==> src/ousst_pkg.sv <==
// ----------------------------------------------------------------------------
// ousst_pkg
// Shared types and constants for the ordered unique set table.
// ----------------------------------------------------------------------------
package ousst_pkg;

    localparam int DEF_CAPACITY   = 64;
    localparam int DEF_VALUE_BITS = 32;

    localparam int MODE_BITS   = 3;
    localparam int STATUS_BITS = 2;

    // Operation codes carried on the mode field.
    localparam logic [MODE_BITS-1:0] MODE_ADD      = 3'd0;
    localparam logic [MODE_BITS-1:0] MODE_REMOVE   = 3'd1;
    localparam logic [MODE_BITS-1:0] MODE_CONTAINS = 3'd2;
    localparam logic [MODE_BITS-1:0] MODE_CLEAR    = 3'd3;
    localparam logic [MODE_BITS-1:0] MODE_READ     = 3'd4;

    // Result status codes.
    localparam logic [STATUS_BITS-1:0] STATUS_OK    = 2'd0;
    localparam logic [STATUS_BITS-1:0] STATUS_FULL  = 2'd1;
    localparam logic [STATUS_BITS-1:0] STATUS_RANGE = 2'd2;

    // Controls broadcast from the sequencer to every cell.
    typedef struct packed {
        logic eval;       // compare against the held request
        logic add_en;     // append the request value at the fill point
        logic remove_en;  // close the gap left by the matching entry
    } ousst_cell_ctrl_t;

endpackage

==> src/ordered_unique_set_table_top.sv <==
// ----------------------------------------------------------------------------
// ordered_unique_set_table_top
// A request is taken only in IDLE and runs in three steps (accept, compare,
// commit), one at a time; the result is loaded into the output register in
// COMMIT, which waits while an earlier result is still stalled at the output.
// Reset: rst_n clears the count, sequencer and output valid; entries are not
// cleared and are only ever read below the count.
// ----------------------------------------------------------------------------
module ordered_unique_set_table_top #(
    parameter int CAPACITY   = ousst_pkg::DEF_CAPACITY,
    parameter int VALUE_BITS = ousst_pkg::DEF_VALUE_BITS,
    parameter int POS_BITS   = $clog2(CAPACITY),
    parameter int CNT_BITS   = $clog2(CAPACITY + 1)
) (
    input  logic                              clk,
    input  logic                              rst_n,
    input  logic                              req_valid,
    output logic                              req_stall,
    input  logic [ousst_pkg::MODE_BITS-1:0]   mode,
    input  logic [VALUE_BITS-1:0]             value,
    input  logic [POS_BITS-1:0]               position,
    output logic                              rsp_valid,
    input  logic                              rsp_stall,
    output logic                              found,
    output logic [CNT_BITS-1:0]               count,
    output logic [ousst_pkg::STATUS_BITS-1:0] status,
    output logic [VALUE_BITS-1:0]             read_value
);
    import ousst_pkg::*;

    localparam int LEVELS = $clog2(CAPACITY);

    // The sequencer takes one request at a time. In EVAL every cell compares
    // its entry with the held value in parallel and registers a match bit,
    // while the positional read is gathered from the cells. In COMMIT the
    // match bits decide the update and the result is loaded into the output
    // register, which parts the two channels.
    typedef enum logic [2:0] {
        ST_IDLE   = 3'b001,
        ST_EVAL   = 3'b010,
        ST_COMMIT = 3'b100
    } state_t;

    state_t                 state_reg, state_next;
    logic [MODE_BITS-1:0]   mode_reg;
    logic [VALUE_BITS-1:0]  value_reg;
    logic [POS_BITS-1:0]    pos_reg;
    logic [CNT_BITS-1:0]    count_reg, count_next;
    logic [VALUE_BITS-1:0]  rd_reg;

    logic                   rsp_valid_reg;
    logic                   found_reg;
    logic [CNT_BITS-1:0]    rsp_count_reg;
    logic [STATUS_BITS-1:0] status_reg;
    logic [VALUE_BITS-1:0]  read_value_reg;

    logic                   req_accept;
    logic                   out_free;
    logic                   commit;
    logic                   hit;
    logic [STATUS_BITS-1:0] status_next;
    logic [VALUE_BITS-1:0]  read_next;
    logic [VALUE_BITS-1:0]  rd_gather;
    ousst_cell_ctrl_t       ctrl;

    logic [VALUE_BITS-1:0]  cell_entry [CAPACITY];
    logic [VALUE_BITS-1:0]  cell_rd    [CAPACITY];
    logic [CAPACITY-1:0]    match_vec;
    logic [LEVELS:0][CAPACITY-1:0] prefix;

    // Only idle takes a new request; a finished result may still sit in the
    // output register while the next request is compared.
    assign req_stall  = (state_reg != ST_IDLE);
    assign req_accept = req_valid && !req_stall;
    assign out_free   = !rsp_valid_reg || !rsp_stall;
    assign commit     = (state_reg == ST_COMMIT) && out_free;
    assign hit        = |match_vec;

    always_comb
    begin
        state_next = state_reg;
        unique case (state_reg)
            ST_IDLE:   if (req_accept) state_next = ST_EVAL;
            ST_EVAL:   state_next = ST_COMMIT;
            ST_COMMIT: if (out_free) state_next = ST_IDLE;
            default:   state_next = ST_IDLE;
        endcase
    end

    // Broadcast controls. An add writes the cell sitting at the fill point;
    // a remove makes every cell at or above the match take its neighbor.
    always_comb
    begin
        ctrl.eval      = (state_reg == ST_EVAL);
        ctrl.add_en    = commit && (mode_reg == MODE_ADD) && !hit &&
                         (count_reg < CNT_BITS'(CAPACITY));
        ctrl.remove_en = commit && (mode_reg == MODE_REMOVE) && hit;
    end

    // Prefix OR of the match bits: bit i is set when the matching entry sits
    // at or below position i. Log-depth so it stays short for any capacity.
    always_comb
    begin
        prefix[0] = match_vec;
        for (int l = 0; l < LEVELS; l++)
        begin
            for (int i = 0; i < CAPACITY; i++)
            begin
                if (i >= (1 << l))
                begin
                    prefix[l+1][i] = prefix[l][i] | prefix[l][i - (1 << l)];
                end
                else
                begin
                    prefix[l+1][i] = prefix[l][i];
                end
            end
        end
    end

    // Only the addressed live cell drives a nonzero read word.
    always_comb
    begin
        rd_gather = '0;
        for (int i = 0; i < CAPACITY; i++)
        begin
            rd_gather = rd_gather | cell_rd[i];
        end
    end

    // Result and new count for the operation in COMMIT.
    always_comb
    begin
        count_next  = count_reg;
        status_next = STATUS_OK;
        read_next   = '0;
        case (mode_reg)
            MODE_ADD:
            begin
                if (!hit)
                begin
                    if (count_reg >= CNT_BITS'(CAPACITY))
                    begin
                        status_next = STATUS_FULL;
                    end
                    else
                    begin
                        count_next = count_reg + CNT_BITS'(1);
                    end
                end
            end
            MODE_REMOVE:
            begin
                if (hit)
                begin
                    count_next = count_reg - CNT_BITS'(1);
                end
            end
            MODE_CLEAR:
            begin
                count_next = '0;
            end
            MODE_READ:
            begin
                if (CNT_BITS'(pos_reg) < count_reg)
                begin
                    read_next = rd_reg;
                end
                else
                begin
                    status_next = STATUS_RANGE;
                end
            end
            default:
            begin
                count_next = count_reg;
            end
        endcase
    end

    for (genvar g = 0; g < CAPACITY; g++)
    begin : g_cell
        logic [VALUE_BITS-1:0] upper;
        if (g == CAPACITY - 1)
        begin : g_last
            assign upper = cell_entry[g];
        end
        else
        begin : g_mid
            assign upper = cell_entry[g+1];
        end

        ousst_cell #(
            .INDEX      (g),
            .VALUE_BITS (VALUE_BITS),
            .POS_BITS   (POS_BITS),
            .CNT_BITS   (CNT_BITS)
        ) u_cell (
            .clk         (clk),
            .ctrl        (ctrl),
            .value       (value_reg),
            .position    (pos_reg),
            .count       (count_reg),
            .upper_entry (upper),
            .shift       (prefix[LEVELS][g]),
            .entry       (cell_entry[g]),
            .match       (match_vec[g]),
            .read_data   (cell_rd[g])
        );
    end

    always_ff @(posedge clk or negedge rst_n)
    begin
        if (!rst_n)
        begin
            state_reg     <= ST_IDLE;
            count_reg     <= '0;
            rsp_valid_reg <= 1'b0;
        end
        else
        begin
            state_reg <= state_next;
            if (commit)
            begin
                count_reg     <= count_next;
                rsp_valid_reg <= 1'b1;
            end
            else if (!rsp_stall)
            begin
                rsp_valid_reg <= 1'b0;
            end
        end
    end

    // Payload registers carry no reset.
    always_ff @(posedge clk)
    begin
        if (req_accept)
        begin
            mode_reg  <= mode;
            value_reg <= value;
            pos_reg   <= position;
        end
        if (state_reg == ST_EVAL)
        begin
            rd_reg <= rd_gather;
        end
        if (commit)
        begin
            found_reg      <= hit;
            rsp_count_reg  <= count_next;
            status_reg     <= status_next;
            read_value_reg <= read_next;
        end
    end

    assign rsp_valid  = rsp_valid_reg;
    assign found      = found_reg;
    assign count      = rsp_count_reg;
    assign status     = status_reg;
    assign read_value = read_value_reg;

endmodule

==> src/ousst_cell.sv <==
// ----------------------------------------------------------------------------
// ousst_cell
// One storage cell of the table: holds a single entry, loads it on an add
// at the fill point, compares it with the request value, offers it for a
// positional read and takes the entry above it on a removal at or below it.
// ----------------------------------------------------------------------------
module ousst_cell #(
    parameter int INDEX      = 0,
    parameter int VALUE_BITS = ousst_pkg::DEF_VALUE_BITS,
    parameter int POS_BITS   = 6,
    parameter int CNT_BITS   = 7
) (
    input  logic                         clk,
    input  ousst_pkg::ousst_cell_ctrl_t  ctrl,
    input  logic [VALUE_BITS-1:0]        value,
    input  logic [POS_BITS-1:0]          position,
    input  logic [CNT_BITS-1:0]          count,
    input  logic [VALUE_BITS-1:0]        upper_entry,
    input  logic                         shift,
    output logic [VALUE_BITS-1:0]        entry,
    output logic                         match,
    output logic [VALUE_BITS-1:0]        read_data
);
    import ousst_pkg::*;

    logic [VALUE_BITS-1:0] entry_reg;
    logic                  match_reg;
    logic                  live;

    assign live = CNT_BITS'(INDEX) < count;

    always_ff @(posedge clk)
    begin
        if (ctrl.eval)
        begin
            match_reg <= live && (entry_reg == value);
        end
        if (ctrl.add_en && (CNT_BITS'(INDEX) == count))
        begin
            entry_reg <= value;
        end
        else if (ctrl.remove_en && shift)
        begin
            entry_reg <= upper_entry;
        end
    end

    assign entry     = entry_reg;
    assign match     = match_reg;
    assign read_data = (live && (POS_BITS'(INDEX) == position)) ? entry_reg : '0;

endmodule

==> config.mk <==
export PLATFORM = sky130hd
export DESIGN_NAME = ordered_unique_set_table_top
export DESIGN_NICKNAME = d
export VERILOG_FILES = /design/src/ousst_pkg.sv /design/src/ordered_unique_set_table_top.sv /design/src/ousst_cell.sv
export SDC_FILE = /design/constraint.sdc
export NUM_CORES = 2
export LEC_CHECK = 0
export ABC_CLOCK_PERIOD_IN_PS = 19600
export BUFFER_PORTS_ARGS = -buffer_cell sky130_fd_sc_hd__buf_4
export CORE_MARGIN = 3
export CORE_UTILIZATION = 60
export CTS_CLUSTER_DIAMETER = 40
export DETAILED_ROUTE_END_ITERATION = 6
export PLACE_DENSITY = 0.76
export SLEW_MARGIN = 5
export SYNTH_ARGS = -nofsm -noshare
export SYNTH_HDL_FRONTEND = slang
export SYNTH_HIERARCHICAL = 1
export SYNTH_SLANG_ARGS = --single-unit
==> constraint.sdc <==
create_clock -name clk -period 19.6 [get_ports clk]
set_clock_uncertainty 0.05 [all_clocks]
set_input_delay 2.94 -clock clk [delete_from_list [all_inputs] [get_ports clk]]
set_output_delay 2.94 -clock clk [all_outputs]
set_load 0.005 [all_outputs]
==> results_tabular.tex <==
\begin{tabular}{lr}
\hline
Metric & Value \\
\hline
\multicolumn{2}{l}{\textbf{Clock network}} \\
Source-to-sink clock delay at the later pin of the worst-skew pair & about 1.0 ns \\
Maximum buffer depth of the clock tree & 4 \\
Number of buffers added to fix hold violations after cts & 0 \\
Clock Pin Slew Worst Setup and Hold Paths & about 0.050 ns \\
Clock tree root driver cell & clkbuf\_16 \\
Number of buffers added for setup after CTS & 0 \\
Clk sinks & roughly 2,200 \\
CTS tree & yes \\
CTS resizes & 0 \\
CTS Buf Count & between 300 and 400 \\
Maximum level of the CTS H-tree & 5 \\
\multicolumn{2}{l}{\textbf{Floorplan}} \\
Area of the core & between 0.2 and 0.25 sq mm \\
I/O pin count & 89 \\
Full die area & between 0.2 and 0.25 sq mm \\
Initial standard-cell utilization of the core & between 60\% and 70\% \\
Y dimension of the die & 496 um \\
Die X & 496 um \\
Number of rows created at floorplan & between 150 and 200 \\
\multicolumn{2}{l}{\textbf{Worst setup path}} \\
Largest fanout on the critical path & 33 \\
Endpoint required time on the critical path & 20.15 ns \\
Type of element capturing the critical path & register \\
Critical Path Source Type & register \\
Critical Path AT & about 7.7 ns \\
Crit path kind & register to register \\
\multicolumn{2}{l}{\textbf{STA}} \\
Final hold violation count & 0 \\
Max transition margin & -4.56\% \\
Final setup fails & 0 \\
Max frequency & 140 MHz \\
Worst-case setup margin in the final layout & around 12 ns \\
Sum of negative setup slack & 0 ns \\
RSZ-0062 raised after global routing & no \\
Max Transition Viols Final & 9 \\
Share of the cycle needed by the critical path after routing & approximately 36\% \\
Hold\_ws & approximately 0.45 ns \\
Crit path time final & slightly above 7 ns \\
Slew at the pin with the worst max-slew slack & 1.55 ns \\
\multicolumn{2}{l}{\textbf{Logic synthesis}} \\
Register bit total from synthesis & $\sim$2,200 \\
Largest area contributor in the netlist & edfxtp\_1 \\
Dominant cells by area after synthesis & edfxtp\_1, mux2\_4, xor2\_1, and2\_1, mux2\_2 \\
Post-Synthesis Mean Instance Area & between 10 and 15 sq um \\
Most numerous cell in the Yosys netlist & edfxtp\_1 \\
Arithmetic-cell share of the synthesized area counting full adders, half adders and majority gates & less than 1\% \\
Count of flip-flops with a built-in enable after synthesis & about 2,200 \\
Most used standard cells in the synthesized netlist & edfxtp\_1, and2\_1, xor2\_1, mux2\_4, nor4\_1 \\
Proportion of synthesized chip area in sequential cells & a little under half \\
Post-synthesis cell type count & between 100 and 150 \\
Asr flop ratio synth & less than 1\% \\
Cell count after synthesis & 11,000 \\
Largest family of logic cells by synthesized area & simple AND/OR/NAND/NOR gates \\
Area fraction of the dominant cell type after synthesis & between 40\% and 50\% \\
Netlist area before placement & between 0.1 and 0.15 sq mm \\
Post-Syn Nets & 11,100 \\
Synth warnings & 6 \\
Multiplexer fraction of the synthesized cell area & between 10\% and 20\% \\
Compound-cell area share of the yosys netlist & less than 1\% \\
Synthesized-area fraction occupied by and/or/nand/nor cells & a little under a fifth \\
Top FF cell, synth & edfxtp\_1 \\
Area share of xor/xnor cells in the synthesized design & 12.4\% \\
\multicolumn{2}{l}{\textbf{Global routing}} \\
Vias in the first global route & $\sim$100k \\
Total global-route track usage & between 50\% and 60\% \\
Largest net degree at the start of global routing & just under 100 \\
First-pass GRT wire length & a little under 900 mm \\
Initial antenna violation count & between 100 and 150 \\
Global route overflow & 0 \\
\multicolumn{2}{l}{\textbf{Routing}} \\
Post-route antenna net violation count & 0 \\
Drt drc & 3 \\
Detailed-routing iteration count for the pre-antenna-repair pass & 7 \\
DRT iter0 DRCs & 21,200 \\
Routed wire length per instance & 43.9 um \\
Final Routed Wirelength & between 600 and 700 mm \\
Number of vias per cell after detailed routing & about 7.3 \\
Vias after detailed routing & 110,000 \\
\multicolumn{2}{l}{\textbf{Outcome}} \\
Run status & finished, violations left \\
Failing checks & design-rule violations, max-capacitance violations, max-slew violations \\
\multicolumn{2}{l}{\textbf{Layout}} \\
Non-filler cells in the finished layout & approximately 15,000 \\
Share of layout cells above drive strength 1 & between 20 and 30\% \\
Number of fillers in the final layout & 17,100 \\
Final cell utilization of the core & about two thirds \\
Synthesis-to-finish area growth & 12.8\% \\
Total non-filler cell area in the finished layout & between 0.15 and 0.2 sq mm \\
Area taken by flip-flops and latches & 0.0672 sq mm \\
Fin nets & 11,500 \\
Multi-input combinational cell area & 0.0740 sq mm \\
Number of flip-flops under the largest register name & 2,048 \\
\multicolumn{2}{l}{\textbf{Place}} \\
Port Buf Inserts & 88 \\
Placed standard-cell area & between 0.1 and 0.15 sq mm \\
Pre-CTS setup slack & approximately 12 ns \\
HPWL after DPL & approximately 460 mm \\
DP Cell Count & roughly 14,000 \\
Gp weighted congestion & 1.10 \\
\multicolumn{2}{l}{\textbf{Power}} \\
Worst IR Drop VDD & 0.166 mV \\
Overall power of the completed layout & 16.6 mW \\
Leakage & 51.0 nW \\
Power per cell area & about 100 mW/mm\^{}2 \\
\multicolumn{2}{l}{\textbf{Run}} \\
\# Max-Cap Violations & 10 \\
\multicolumn{2}{l}{\textbf{Worst hold path}} \\
Class of the tightest hold or removal check & register to register \\
\hline
\end{tabular}
[cells in the final DEF (no fill, tap or decap), types with 54 or more instances in the layout]
cell type     n
edfxtp_1   2227
mux2_1      227
nor2_1       66
nand3_1      54
mux2_2      782
nor4_2       60
nand2_1     118
mux2_4     1040
diode_2      76
clkbuf_16   401
xor2_1     1614
and2_1     1838
nand4_1     347
xnor2_1     434
and2_2       91
buf_4       429
nor4_1      919
and2_4      120
[cell families after synthesis]
| family | after synthesis |
|---|---|
| compound gates | 148 |
| xor+xnor | 2048 |
| fa+ha+maj | 8 |
| buf+inv | 434 |
| flops | 2238 |
| mux | 2055 |
| simple gates | 4080 |
[critical path, cell delays in order (launching register included)]
cell	delay [ns]
edfxtp_1	0.59
nor4_1	1.17
nand4_1	0.30
nor3_4	0.20
buf_4	0.23
nand2_1	0.21
nor2_4	0.53
buf_4	0.44
buf_4	0.63
and4b_1	0.35
nand4_4	0.65
nand2_1	1.32
[area by class of cell]
cell class,instances,area share [%]
Antenna cell,76,0.117
Multi-Input combinational cell,8339,45.4
Inverter,22,0.0515
Sequential cell,2238,41.3
Clock inverter,288,2.04
Clock buffer,431,6.24
Timing Repair Buffer,465,2.40
Tap cell,3167,2.43
[per-layer routing]
layer / global-route usage (%) / wire [um]
met1: 65.4 / 229000
met4: 37.2 / 60500
met3: 21.6 / 104000
met5: 0.695 / 651
met2: 71.8 / 265000
[path summary, 6_finish.rpt]
| check | startpoint | to | slack [ns] | depth (start not counted) |
|---|---|---|---|---|
| hold reg to reg | rd_reg[8] | read_value[8] | 0.45 | 1 |
| hold / removal | rd_reg[8] | read_value[8] | 0.45 | 1 |
| max in group asynchronous | rst_n | state_reg[0] | 17.53 | 1 |
| min in group asynchronous | rst_n | count_reg[5] | 1.69 | 1 |
| setup reg to reg | g_cell[26].u_cell/match | g_cell[39].u_cell/entry[17] | 12.45 | 11 |
| setup / recovery | g_cell[26].u_cell/match | g_cell[39].u_cell/entry[17] | 12.45 | 11 |
[power by group]
part / switching (mW) / leakage (nW) / internal, mW
sequential: 0.122 / 13.2 / 5.31
combinational: 3.06 / 31.3 / 0.972
clock: 2.66 / 6.50 / 4.46
Power figures use the tool's default switching activity.
